==> src/hw/rtl/ffha_pkg.sv <==
package ffha_pkg;

    localparam int MAX_BLOCKS   = 64;
    localparam int IDX_W        = $clog2(MAX_BLOCKS);
    localparam int CNT_W        = IDX_W + 1;
    localparam int PAGE_SHIFT   = 12;
    localparam int MAX_PAGES    = 256;
    localparam int PAGE_W       = 9;
    localparam int HEADER_BYTES = 16;
    localparam int PAD_BYTES    = 'h10;

    localparam logic OP_ALLOC = 1'b0;
    localparam logic OP_FREE  = 1'b1;

    localparam logic [2:0] ST_OK      = 3'd0;
    localparam logic [2:0] ST_ZERO    = 3'd1;
    localparam logic [2:0] ST_OOM     = 3'd2;
    localparam logic [2:0] ST_FULL    = 3'd3;
    localparam logic [2:0] ST_UNKNOWN = 3'd4;

    typedef struct packed {
        logic [19:0] offset;
        logic [19:0] size;
    } entry_t;

endpackage

==> src/hw/rtl/ffha_table.sv <==
module ffha_table (
    input  logic                  aclk,
    input  logic                  wr_en,
    input  logic [ffha_pkg::IDX_W-1:0] wr_idx,
    input  ffha_pkg::entry_t      wr_data,
    input  logic [ffha_pkg::IDX_W-1:0] rd_idx,
    output ffha_pkg::entry_t      rd_data
);
    import ffha_pkg::*;

    entry_t mem [MAX_BLOCKS];

    always_ff @(posedge aclk) begin
        if (wr_en) begin
            mem[wr_idx] <= wr_data;
        end
        rd_data <= mem[rd_idx];
    end
endmodule

==> src/hw/rtl/first_fit_heap_allocator_core.sv <==
// First-fit heap allocator. Each transfer on s_axis is an allocate or a free;
// each produces exactly one transfer on m_axis. The block table (offset and
// size) lives in a synchronous RAM that is read one entry per cycle, so an
// allocate or free walks the table entry by entry through the single RAM read
// port until it finds a match or runs out of entries.
// The input is held off until the result transfer completes, so the block
// takes no new request before it is through with the last one; a zero-size
// allocate is answered without a walk. Taken flags sit in flip-flops cleared
// at reset. heap_base is to be written through cfg_wr_en and cfg_wr_data only
// while no request is in flight; the block itself does not enforce this.
module first_fit_heap_allocator_core (
    input  logic         aclk,
    input  logic         aresetn,
    input  logic         cfg_wr_en,
    input  logic [47:0]  cfg_wr_data,
    input  logic         s_axis_tvalid,
    output logic         s_axis_tready,
    // [0] operation, [20:1] request_size, [68:21] free_address, rest zero
    input  logic [71:0]  s_axis_tdata,
    output logic         m_axis_tvalid,
    input  logic         m_axis_tready,
    // [47:0] payload_address, [50:48] result_status, [82:51] bytes_used,
    // [91:83] heap_pages_now, rest zero
    output logic [95:0]  m_axis_tdata
);
    import ffha_pkg::*;

    localparam logic [1:0] S_IDLE = 2'd0;
    localparam logic [1:0] S_WALK = 2'd1;
    localparam logic [1:0] S_DONE = 2'd2;

    logic [1:0]        state_reg, state_next;
    logic [47:0]       heap_base_reg;
    logic              op_reg;
    logic [19:0]       size_reg;
    logic [47:0]       addr_reg;
    logic [CNT_W-1:0]  rd_cnt_reg;      // next index to request
    logic [CNT_W-1:0]  chk_cnt_reg;     // index whose data is on rd_data
    logic              chk_vld_reg;
    logic [MAX_BLOCKS-1:0] taken_reg;
    logic [CNT_W-1:0]  count_reg;
    logic [20:0]       bump_reg;
    logic [PAGE_W-1:0] pages_reg;
    logic [31:0]       used_reg;
    logic              out_vld_reg;
    logic [47:0]       out_addr_reg;
    logic [2:0]        out_st_reg;

    entry_t            rd_data;
    entry_t            wr_data;
    logic              wr_en;
    logic [IDX_W-1:0]  chk_idx;
    logic [47:0]       chk_payload;
    logic              hit;
    logic [21:0]       need;
    logic [10:0]       pages_needed;

    assign s_axis_tready = (state_reg == S_IDLE) && !out_vld_reg;
    assign m_axis_tvalid = out_vld_reg;
    assign m_axis_tdata  = {4'd0, pages_reg, used_reg, out_st_reg, out_addr_reg};

    assign chk_idx     = chk_cnt_reg[IDX_W-1:0];
    assign chk_payload = heap_base_reg + {28'd0, rd_data.offset} + 48'(HEADER_BYTES);
    assign hit = chk_vld_reg && ((op_reg == OP_ALLOC)
               ? (!taken_reg[chk_idx] && rd_data.size >= size_reg)
               : (chk_payload == addr_reg));
    assign need = {1'b0, bump_reg} + {2'd0, size_reg} + 22'(HEADER_BYTES);
    assign pages_needed = 11'(need >> PAGE_SHIFT) + 11'd1;

    assign wr_data.offset = bump_reg[19:0];
    assign wr_data.size   = size_reg;
    assign wr_en = (state_reg == S_DONE) && (op_reg == OP_ALLOC)
                && (count_reg != CNT_W'(MAX_BLOCKS)) && (pages_needed <= 11'(MAX_PAGES));

    ffha_table u_table (
        .aclk    (aclk),
        .wr_en   (wr_en),
        .wr_idx  (count_reg[IDX_W-1:0]),
        .wr_data (wr_data),
        .rd_idx  (rd_cnt_reg[IDX_W-1:0]),
        .rd_data (rd_data)
    );

    always_comb begin
        state_next = state_reg;
        case (state_reg)
            S_IDLE: if (s_axis_tvalid && s_axis_tready) begin
                // A zero-size allocate is answered at once and needs no walk.
                if (!(s_axis_tdata[0] == OP_ALLOC && s_axis_tdata[20:1] == 20'd0)) begin
                    state_next = S_WALK;
                end
            end
            S_WALK: if (hit || (!chk_vld_reg && rd_cnt_reg >= count_reg)) begin
                state_next = hit ? S_IDLE : S_DONE;
            end
            S_DONE: state_next = S_IDLE;
            default: state_next = S_IDLE;
        endcase
    end

    always_ff @(posedge aclk) begin
        if (!aresetn) begin
            state_reg     <= S_IDLE;
            heap_base_reg <= '0;
            taken_reg     <= '0;
            count_reg     <= '0;
            bump_reg      <= '0;
            pages_reg     <= PAGE_W'(1);
            used_reg      <= '0;
            out_vld_reg   <= 1'b0;
            chk_vld_reg   <= 1'b0;
            rd_cnt_reg    <= '0;
            chk_cnt_reg   <= '0;
        end else begin
            state_reg <= state_next;
            if (cfg_wr_en) begin
                heap_base_reg <= cfg_wr_data;
            end
            if (out_vld_reg && m_axis_tready) begin
                out_vld_reg <= 1'b0;
            end
            case (state_reg)
                S_IDLE: begin
                    chk_vld_reg <= 1'b0;
                    rd_cnt_reg  <= '0;
                    if (s_axis_tvalid && s_axis_tready) begin
                        op_reg   <= s_axis_tdata[0];
                        size_reg <= s_axis_tdata[20:1];
                        addr_reg <= s_axis_tdata[68:21];
                        if (s_axis_tdata[0] == OP_ALLOC && s_axis_tdata[20:1] == 20'd0) begin
                            out_vld_reg  <= 1'b1;
                            out_addr_reg <= '0;
                            out_st_reg   <= ST_ZERO;
                        end
                    end
                end
                S_WALK: begin
                    if (hit) begin
                        out_vld_reg <= 1'b1;
                        chk_vld_reg <= 1'b0;
                        if (op_reg == OP_ALLOC) begin
                            taken_reg[chk_idx] <= 1'b1;
                            used_reg     <= used_reg + 32'(size_reg) + 32'(HEADER_BYTES + PAD_BYTES);
                            out_addr_reg <= chk_payload;
                            out_st_reg   <= ST_OK;
                        end else begin
                            out_addr_reg <= '0;
                            if (taken_reg[chk_idx]) begin
                                taken_reg[chk_idx] <= 1'b0;
                                used_reg   <= used_reg - 32'(rd_data.size) - 32'(HEADER_BYTES);
                                out_st_reg <= ST_OK;
                            end else begin
                                out_st_reg <= ST_UNKNOWN;
                            end
                        end
                    end else begin
                        chk_vld_reg <= rd_cnt_reg < count_reg;
                        chk_cnt_reg <= rd_cnt_reg;
                        if (rd_cnt_reg < count_reg) begin
                            rd_cnt_reg <= rd_cnt_reg + CNT_W'(1);
                        end
                    end
                end
                S_DONE: begin
                    out_vld_reg  <= 1'b1;
                    out_addr_reg <= '0;
                    if (op_reg == OP_FREE) begin
                        out_st_reg <= ST_UNKNOWN;
                    end else if (count_reg == CNT_W'(MAX_BLOCKS)) begin
                        out_st_reg <= ST_FULL;
                    end else if (pages_needed > 11'(MAX_PAGES)) begin
                        out_st_reg <= ST_OOM;
                    end else begin
                        out_st_reg <= ST_OK;
                        out_addr_reg <= heap_base_reg + {27'd0, bump_reg} + 48'(HEADER_BYTES);
                        if (pages_needed > 11'(pages_reg)) begin
                            pages_reg <= pages_needed[PAGE_W-1:0];
                        end
                        taken_reg[count_reg[IDX_W-1:0]] <= 1'b1;
                        count_reg <= count_reg + CNT_W'(1);
                        bump_reg  <= bump_reg + 21'(size_reg) + 21'(HEADER_BYTES + PAD_BYTES);
                        used_reg  <= used_reg + 32'(size_reg) + 32'(HEADER_BYTES + PAD_BYTES);
                    end
                end
                default: ;
            endcase
        end
    end

    a_one_busy: assert property (@(posedge aclk) disable iff (!aresetn)
        out_vld_reg |-> state_reg == S_IDLE)
        else $error("result pending while a walk runs");
    a_count_max: assert property (@(posedge aclk) disable iff (!aresetn)
        count_reg <= CNT_W'(MAX_BLOCKS))
        else $error("entry count over table depth");
    a_pages_grow: assert property (@(posedge aclk) disable iff (!aresetn)
        pages_reg >= $past(pages_reg) && pages_reg != '0)
        else $error("page count shrank");
endmodule
==> config.mk <==
export PLATFORM = sky130hd
export DESIGN_NAME = first_fit_heap_allocator_core
export DESIGN_NICKNAME = d
export VERILOG_FILES = /design/src/hw/rtl/ffha_pkg.sv /design/src/hw/rtl/ffha_table.sv /design/src/hw/rtl/first_fit_heap_allocator_core.sv
export SDC_FILE = /design/constraint.sdc
export NUM_CORES = 2
export LEC_CHECK = 0
export BUFFER_PORTS_ARGS = -buffer_cell sky130_fd_sc_hd__buf_2
export CAP_MARGIN = 10
export CORE_MARGIN = 1
export CORE_UTILIZATION = 45
export DETAILED_ROUTE_END_ITERATION = 10
export GPL_ROUTABILITY_DRIVEN = 0
export PLACE_DENSITY = 0.68
export RECOVER_POWER = 100
export SETUP_SLACK_MARGIN = 0.3
export SYNTH_ARGS = -nofsm -noshare
export SYNTH_HDL_FRONTEND = slang
export SYNTH_HIERARCHICAL = 1
export SYNTH_SLANG_ARGS = --single-unit
==> constraint.sdc <==
create_clock -name aclk -period 9.5 [get_ports aclk]
set_clock_uncertainty 0.2 [all_clocks]
set_input_delay 2.375 -clock aclk [delete_from_list [all_inputs] [get_ports aclk]]
set_output_delay 2.375 -clock aclk [all_outputs]
set_load 0.01 [all_outputs]
# ---- Word level (Yosys, flattened, before mapping)
# Memory sizes are Yosys's and may differ from the RTL's. A register that Yosys moved wholly into a read port is not among the register bits.
# Cells that the tools add are included.
dict set report totals {
  ff_bits 318
  ram_bits 2560
  in_bits 125
  out_inout_bits 98
  word_cells 151
  mem_count 1
}
dict set report classes {
  add_sub_neg 15
  n_lt_le_gt_ge 10
  eq_ne 16
  n_mux 55
  bitwise_logic 9
  n_reduce_logical 29
}
# name words width rd rd_ports_with_merged_regs write_ports line
set memory_table {}
lappend memory_table {u_table.mem 64 40 1 1 1 ffha_table.sv:11} ;# entry_t mem [MAX_BLOCKS];
# cell n
set ops {}
lappend ops {{64-bit two-way mux} 6}
lappend ops {{48-bit two-way mux} 7}
lappend ops {{32-bit two-way mux} 6}
lappend ops {{48-bit case mux with 3 select lines} 1}
lappend ops {{64-bit OR} 2}
lappend ops {{64-bit case mux with 2 select lines} 1}
lappend ops {{48-bit by 5-bit adder with 48-bit output, second input constant} 2}
lappend ops {{64-bit bitwise AND} 1}
lappend ops {{64-bit inverter} 1}
lappend ops {{32-bit case mux with 2 select lines} 1}
lappend ops {{48-bit by 20-bit adder with 48-bit output} 1}
lappend ops {{48-bit by 21-bit adder with 48-bit output} 1}
lappend ops {{48-bit == test} 1}
lappend ops {{32-bit by 20-bit adder with 32-bit output} 1}
lappend ops {{32-bit by 6-bit adder with 32-bit output, second input constant} 1}
lappend ops {{32-bit by 20-bit subtractor with 32-bit output} 1}
lappend ops {{32-bit by 5-bit subtractor with 32-bit output, second input constant} 1}
lappend ops {{21-bit by 20-bit adder with 22-bit output} 1}
lappend ops {{22-bit by 5-bit adder with 22-bit output, second input constant} 1}
lappend ops {{21-bit by 20-bit adder with 21-bit output} 1}
lappend ops {{21-bit by 6-bit adder with 21-bit output, second input constant} 1}
lappend ops {{20-bit greater-or-equal comparator} 1}
lappend ops {{20-bit zero test} 1}
lappend ops {{3-bit two-way mux} 6}
lappend ops {{other kinds (38)} 87}

# ---- Depth between registers and ports, before layout
dict set report logic_depth {
  depth_word 10
  ltp_mapped 24
}

# ---- Hierarchy
# Netlist, hierarchy kept.
# module instances cells_each area_per_inst_um2 seq_area_each_um2
set by_module_without_submodules {}
lappend by_module_without_submodules {ffha_table 1 4263 97960.2 77674.5}
lappend by_module_without_submodules {first_fit_heap_allocator_core 1 2978 24989.0 7567.3}

# ---- Worst setup path before layout
# OpenSTA, ideal clock, no wires.
dict set report synth_timing {
  path_kind {register to register}
  start {register bump_reg[3]}
  end {memory u_table/mem[27][0] in the netlist's numbering, enable pin}
  t_arrival_ns 7.773
  t_required_ns 8.862
  path_slack_ns 1.089
  stages_incl_launch_ff 23
  path_buffers 4
  synth_period_minus_slack_ns 8.411
  cell_sequence {dfxtp_1 -> ha_1 -> ha_1 -> nand3_1 -> a211o_2 -> a211oi_1 -> nor3_1 -> nor2_1 -> ha_1 -> nor4b_1 -> nand2_1 -> or3_1 -> xnor2_2 -> o31ai_1 -> nand3_1 -> inv_2 -> buf_2 -> buf_2 -> buf_1 -> inv_1 -> or2_2 -> clkbuf_1 -> nor2_1}
}
dict set report synth_between {
  elab_chain_cells 7
}
# element line
set synth_rtl {}
lappend synth_rtl {{from (decl)} first_fit_heap_allocator_core.sv:42} ;# logic [20:0] bump_reg;
lappend synth_rtl {{from (signal assigned)} first_fit_heap_allocator_core.sv:181} ;# bump_reg <= bump_reg + 21'(size_reg) + 21'(HEADER_BYTES + PAD_BYTES);
lappend synth_rtl {{21-bit by 20-bit adder with 22-bit output} first_fit_heap_allocator_core.sv:67} ;# assign need = {1'b0, bump_reg} + {2'd0, size_reg} + 22'(HEADER_BYTES);
lappend synth_rtl {{22-bit by 5-bit adder with 22-bit output} first_fit_heap_allocator_core.sv:67}
lappend synth_rtl {{10-bit by 1-bit adder with 11-bit output} first_fit_heap_allocator_core.sv:68} ;# assign pages_needed = 11'(need >> PAGE_SHIFT) + 11'd1;
lappend synth_rtl {{via pages_needed[6]} first_fit_heap_allocator_core.sv:56} ;# logic [10:0] pages_needed;
lappend synth_rtl {{11-bit by 9-bit <= comparator with 1-bit output} first_fit_heap_allocator_core.sv:73} ;# && (count_reg != CNT_W'(MAX_BLOCKS)) && (pages_needed <= 11'(MAX_PAGES));
lappend synth_rtl {{1-bit logical AND} first_fit_heap_allocator_core.sv:73}
lappend synth_rtl {{via wr_en} first_fit_heap_allocator_core.sv:51} ;# logic wr_en;
lappend synth_rtl {{1-bit two-way mux} ffha_table.sv:14} ;# if (wr_en) begin
lappend synth_rtl {{1-bit two-way mux (implied by the code)} ffha_table.sv:15} ;# mem[wr_idx] <= wr_data;
lappend synth_rtl {{to (decl)} ffha_table.sv:11}
# The timed path passes the listed nets, and every way through them passes these cells.

# ---- Final worst setup path
dict set report layout_timing {
  start {register size_reg[19]}
  end {memory u_table/mem[26][32] in the netlist's numbering, enable pin}
}
dict set report layout_between {
  elab_chain_cells 7
}
# element line
set layout_rtl {}
lappend layout_rtl {{from (decl)} first_fit_heap_allocator_core.sv:35} ;# logic [19:0] size_reg;
lappend layout_rtl {{from (signal assigned)} first_fit_heap_allocator_core.sv:128} ;# size_reg <= s_axis_tdata[20:1];
lappend layout_rtl {{21-bit by 20-bit adder with 22-bit output} first_fit_heap_allocator_core.sv:67}
lappend layout_rtl {{22-bit by 5-bit adder with 22-bit output} first_fit_heap_allocator_core.sv:67}
lappend layout_rtl {{10-bit by 1-bit adder with 11-bit output} first_fit_heap_allocator_core.sv:68}
lappend layout_rtl {{11-bit by 9-bit <= comparator with 1-bit output} first_fit_heap_allocator_core.sv:73}
lappend layout_rtl {{1-bit logical AND} first_fit_heap_allocator_core.sv:73}
lappend layout_rtl {{1-bit two-way mux} ffha_table.sv:14}
lappend layout_rtl {{1-bit two-way mux (implied by the code)} ffha_table.sv:15}
# No other way between the ends.

==> results.yml <==
synthesis:
  ys_seq_area_share_pct: 69.3
  async_flop_share_pct: 0
  synth_cell_type_count: 115
  synth_area_um2: 123000
  avgSynthCellArea_um2: 17.0
  synth_flop_cell: "edfxtp_1"
  synth_top_area_share_pct: 65.5
  synth_edf_count: 2680
  ys_ff_latch: 2918
  synthTopCellsByArea: "edfxtp_1, mux4_2, dfxtp_1"
  synth_top_area_cell: "edfxtp_1"
  synth_cells: 7241
  yosys_warnings: 6
clocking:
  cts_setup_buffers: 0
  cts_tree: "built"
  cts_inserted_buffers: 296
  cts_max_level: 5
  clock-sinks: 2918
  cts_resized: 0
  max-clock-path-buffers: 4
  clk_latency_ns: 0.89
  cts-hold-fix-buffers: 0
  clk_pin_slew_ns: 0.06
  clockRootBuffer: "clkbuf_16"
routing:
  postRouteAntennaNets: 0
  drcViolationCount: 0
  first_pass_iters: 8
  via_per_inst: 6.26
  wl_um: 324000
  wl_per_cell_um: 28.5
  initialDrtViolationCount: 8752
  vias: 71000
floorplanning:
  start_util_pct: 45.3
  io_pins: 223
  die_h_um: 525
  die_area_um2: 275000
  coreArea_um2: 271000
  fp-row-count: 191
  die_w_um: 525
timing:
  hold_viol: 0
  slew_headroom_pct: -195
  tightest_slew_ns: 4.40
  holdWs_ns: 0.292
  final_max_slew_viol_count: 2517
  setup_tns_ns: 0
  final.period_utilization_pct: 91.7
  fmax_mhz: 115
  setup_viol: 0
  fin_crit_ns: 8.71
  rsz0062_at_grt: "no"
layout:
  nNetsFinal: 7932
  top_register: "u_table/mem"
  n_fill_cell: 21700
  drive_gt1_share_pct: 18.6
  final_util_pct: 50.6
  areaGrowthSynthToFinish_pct: 11.7
  largest_reg_flops: 2560
setup_path:
  critPathCaptureType: "flop"
  cp_slowest_cell: "clkbuf_1"
  critical_path_class: "reg2reg"
  critPathRequiredTime_ns: 9.77
  crit_chain: "clkbuf_1, ha_1, ha_1, nand2_1, nor3_1, o21a_1, nor2_1, xor2_1, nor4b_1, or2_2, nand3_1, inv_2, nand3_1, nor2_4, clkbuf_2"
  startpoint_type: "flop"
  max_stage_delay_ns: 2.74
  crit_arrival_ns: 8.98
  path_max_fanout: 67
placement:
  portBuffers: 215
  hpwlAfterDp_um: 202000
grt:
  grt_first_pass_wirelength_um: 471000
  grt_overflow: 0
  gr-usage-all-layers_pct: 23.0
  first_global_vias: 69000
  grt_max_degree: 155
  grt_antenna_before_repair: 30
pwr:
  power_density_nw_per_um2: 220
  p_switching_mw: 7.69
  ir_worst_vdd_mv: 0.149
  combPwrFrac_pct: 13.3
  seq_power_share_pct: 49.1
  swShare_pct: 25.5
  clock_power_share_pct: 37.6
  internal-power_mw: 22.5
  p_leak_nw: 43.6
run_status:
  violations: "capacitance limit, slew limit"
  run_status: "finished with violations"
job:
  maxCapViolations: 47
min_path:
  hold_class: "reg2reg"
## layout make-up
type | instances | area [µm²] | share of cell area [%]
clock buffers | 378 | 7960 | 5.79
clock inverters | 139 | 1350 | 0.980
flip-flops and latches | 2918 | 85300 | 62.1
inverters | 163 | 614 | 0.447
diodes | 10 | 25.0 | 0.0182
well taps | 3570 | 4470 | 3.25
multi-input cells | 3732 | 35200 | 25.6
repair buffers | 442 | 2480 | 1.81
## logic make-up after synthesis
group | Yosys count | synth area share [%]
AO/OA/AOI/OAI | 1279 | 7.00
AND/OR/NAND/NOR | 1260 | 4.97
adder cells (fa/ha/maj) | 256 | 2.63
other | 1 | 0.00305
buffers and inverters | 594 | 2.33
multiplexers | 779 | 12.6
flip-flops | 2918 | 69.3
XOR/XNOR | 154 | 1.16
## worst max-delay path, delay by kind of cell (launching register included)
kind,cells,cell delay [ns]
AOI/OAI and AO/OA,1,0.16
adders and majority gates,2,0.95
buffers and inverters,3,4.00
and+or+nand+nor,8,2.44
xor gates and xnor gates,1,0.20
DFF,1,0.31
## layer usage
| metal | global-route usage, % | wire length (µm) |
|---|---|---|
| met1 | 32.0 | 129000 |
| met2 | 36.3 | 151000 |
| met3 | 4.48 | 31700 |
| met4 | 8.11 | 12100 |
| met5 | 0 | 79 |
## synth_stat cells (all sizes together) (12+ instances only)
cell type,number
nand4,57
a211oi,127
xor2,53
o21ai,205
o211ai,31
mux2,29
o22a,12
o221ai,68
nor4,55
nor3b,12
a2111oi,17
xnor2,97
clkbuf,191
mux2i,140
ha,249
inv,158
or3,29
a31oi,27
a221o,12
a22oi,49
a21o,40
mux4,610
and2,25
nor3,59
dfxtp,238
nand2,358
nand2b,44
o22ai,177
o21a,49
nor2b,46
o31ai,18
edfxtp,2680
nor2,328
o21bai,15
nand3,131
buf,240
or2,25
and3,44
a221oi,25
a21oi,290
## placed cells by master (no fill, tap or decap), types with 123 or more instances in the layout
| cell type | instances |
|---|---|
| a211oi_1 | 123 |
| a21oi_1 | 286 |
| clkbuf_1 | 256 |
| clkbuf_16 | 306 |
| dfxtp_1 | 231 |
| edfxtp_1 | 2680 |
| ha_1 | 248 |
| inv_1 | 156 |
| mux2i_1 | 140 |
| mux4_2 | 610 |
| nand2_1 | 357 |
| nand3_1 | 131 |
| nor2_1 | 276 |
| o21ai_0 | 190 |
| o22ai_1 | 177 |
## stage by stage
stage / power (mW) / area (µm²) / cells / worst slack, ns
5_1_grt: 31.2 / 137000 / 11300 / 0.422
4_1_cts: 30.3 / 138000 / 11300 / 1.46
3_5_place_dp: 19.0 / 129000 / 10800 / 1.39
6_report: 30.2 / 137000 / 11400 / 0.789
3_3_place_gp: 18.9 / 129000 / 10800 / 1.49
2_1_floorplan: 17.7 / 123000 / 7244 / 1.09
## power by group through the flow
| stage | registers, mW | clock network [mW] | logic (mW) |
|---|---|---|---|
| 2_1_floorplan | 15.2 | 0 | 2.51 |
| 3_3_place_gp | 15.0 | 0 | 3.92 |
| 3_5_place_dp | 15.0 | 0 | 4.01 |
| 4_1_cts | 14.8 | 11.5 | 4.03 |
| 5_1_grt | 14.8 | 12.0 | 4.38 |
| 6_report | 14.8 | 11.3 | 4.02 |
## final timing paths
check | start | end | slack (ns) | depth (start not counted)
max | size_reg[19] | u_table/mem[26][32] | 0.79 | 15
min reg2reg | used_reg[31] | used_reg[31] | 0.29 | 2
max reg2reg | size_reg[19] | u_table/mem[26][32] | 0.79 | 15
min | used_reg[31] | used_reg[31] | 0.29 | 2
Power figures use the tool's default switching activity.
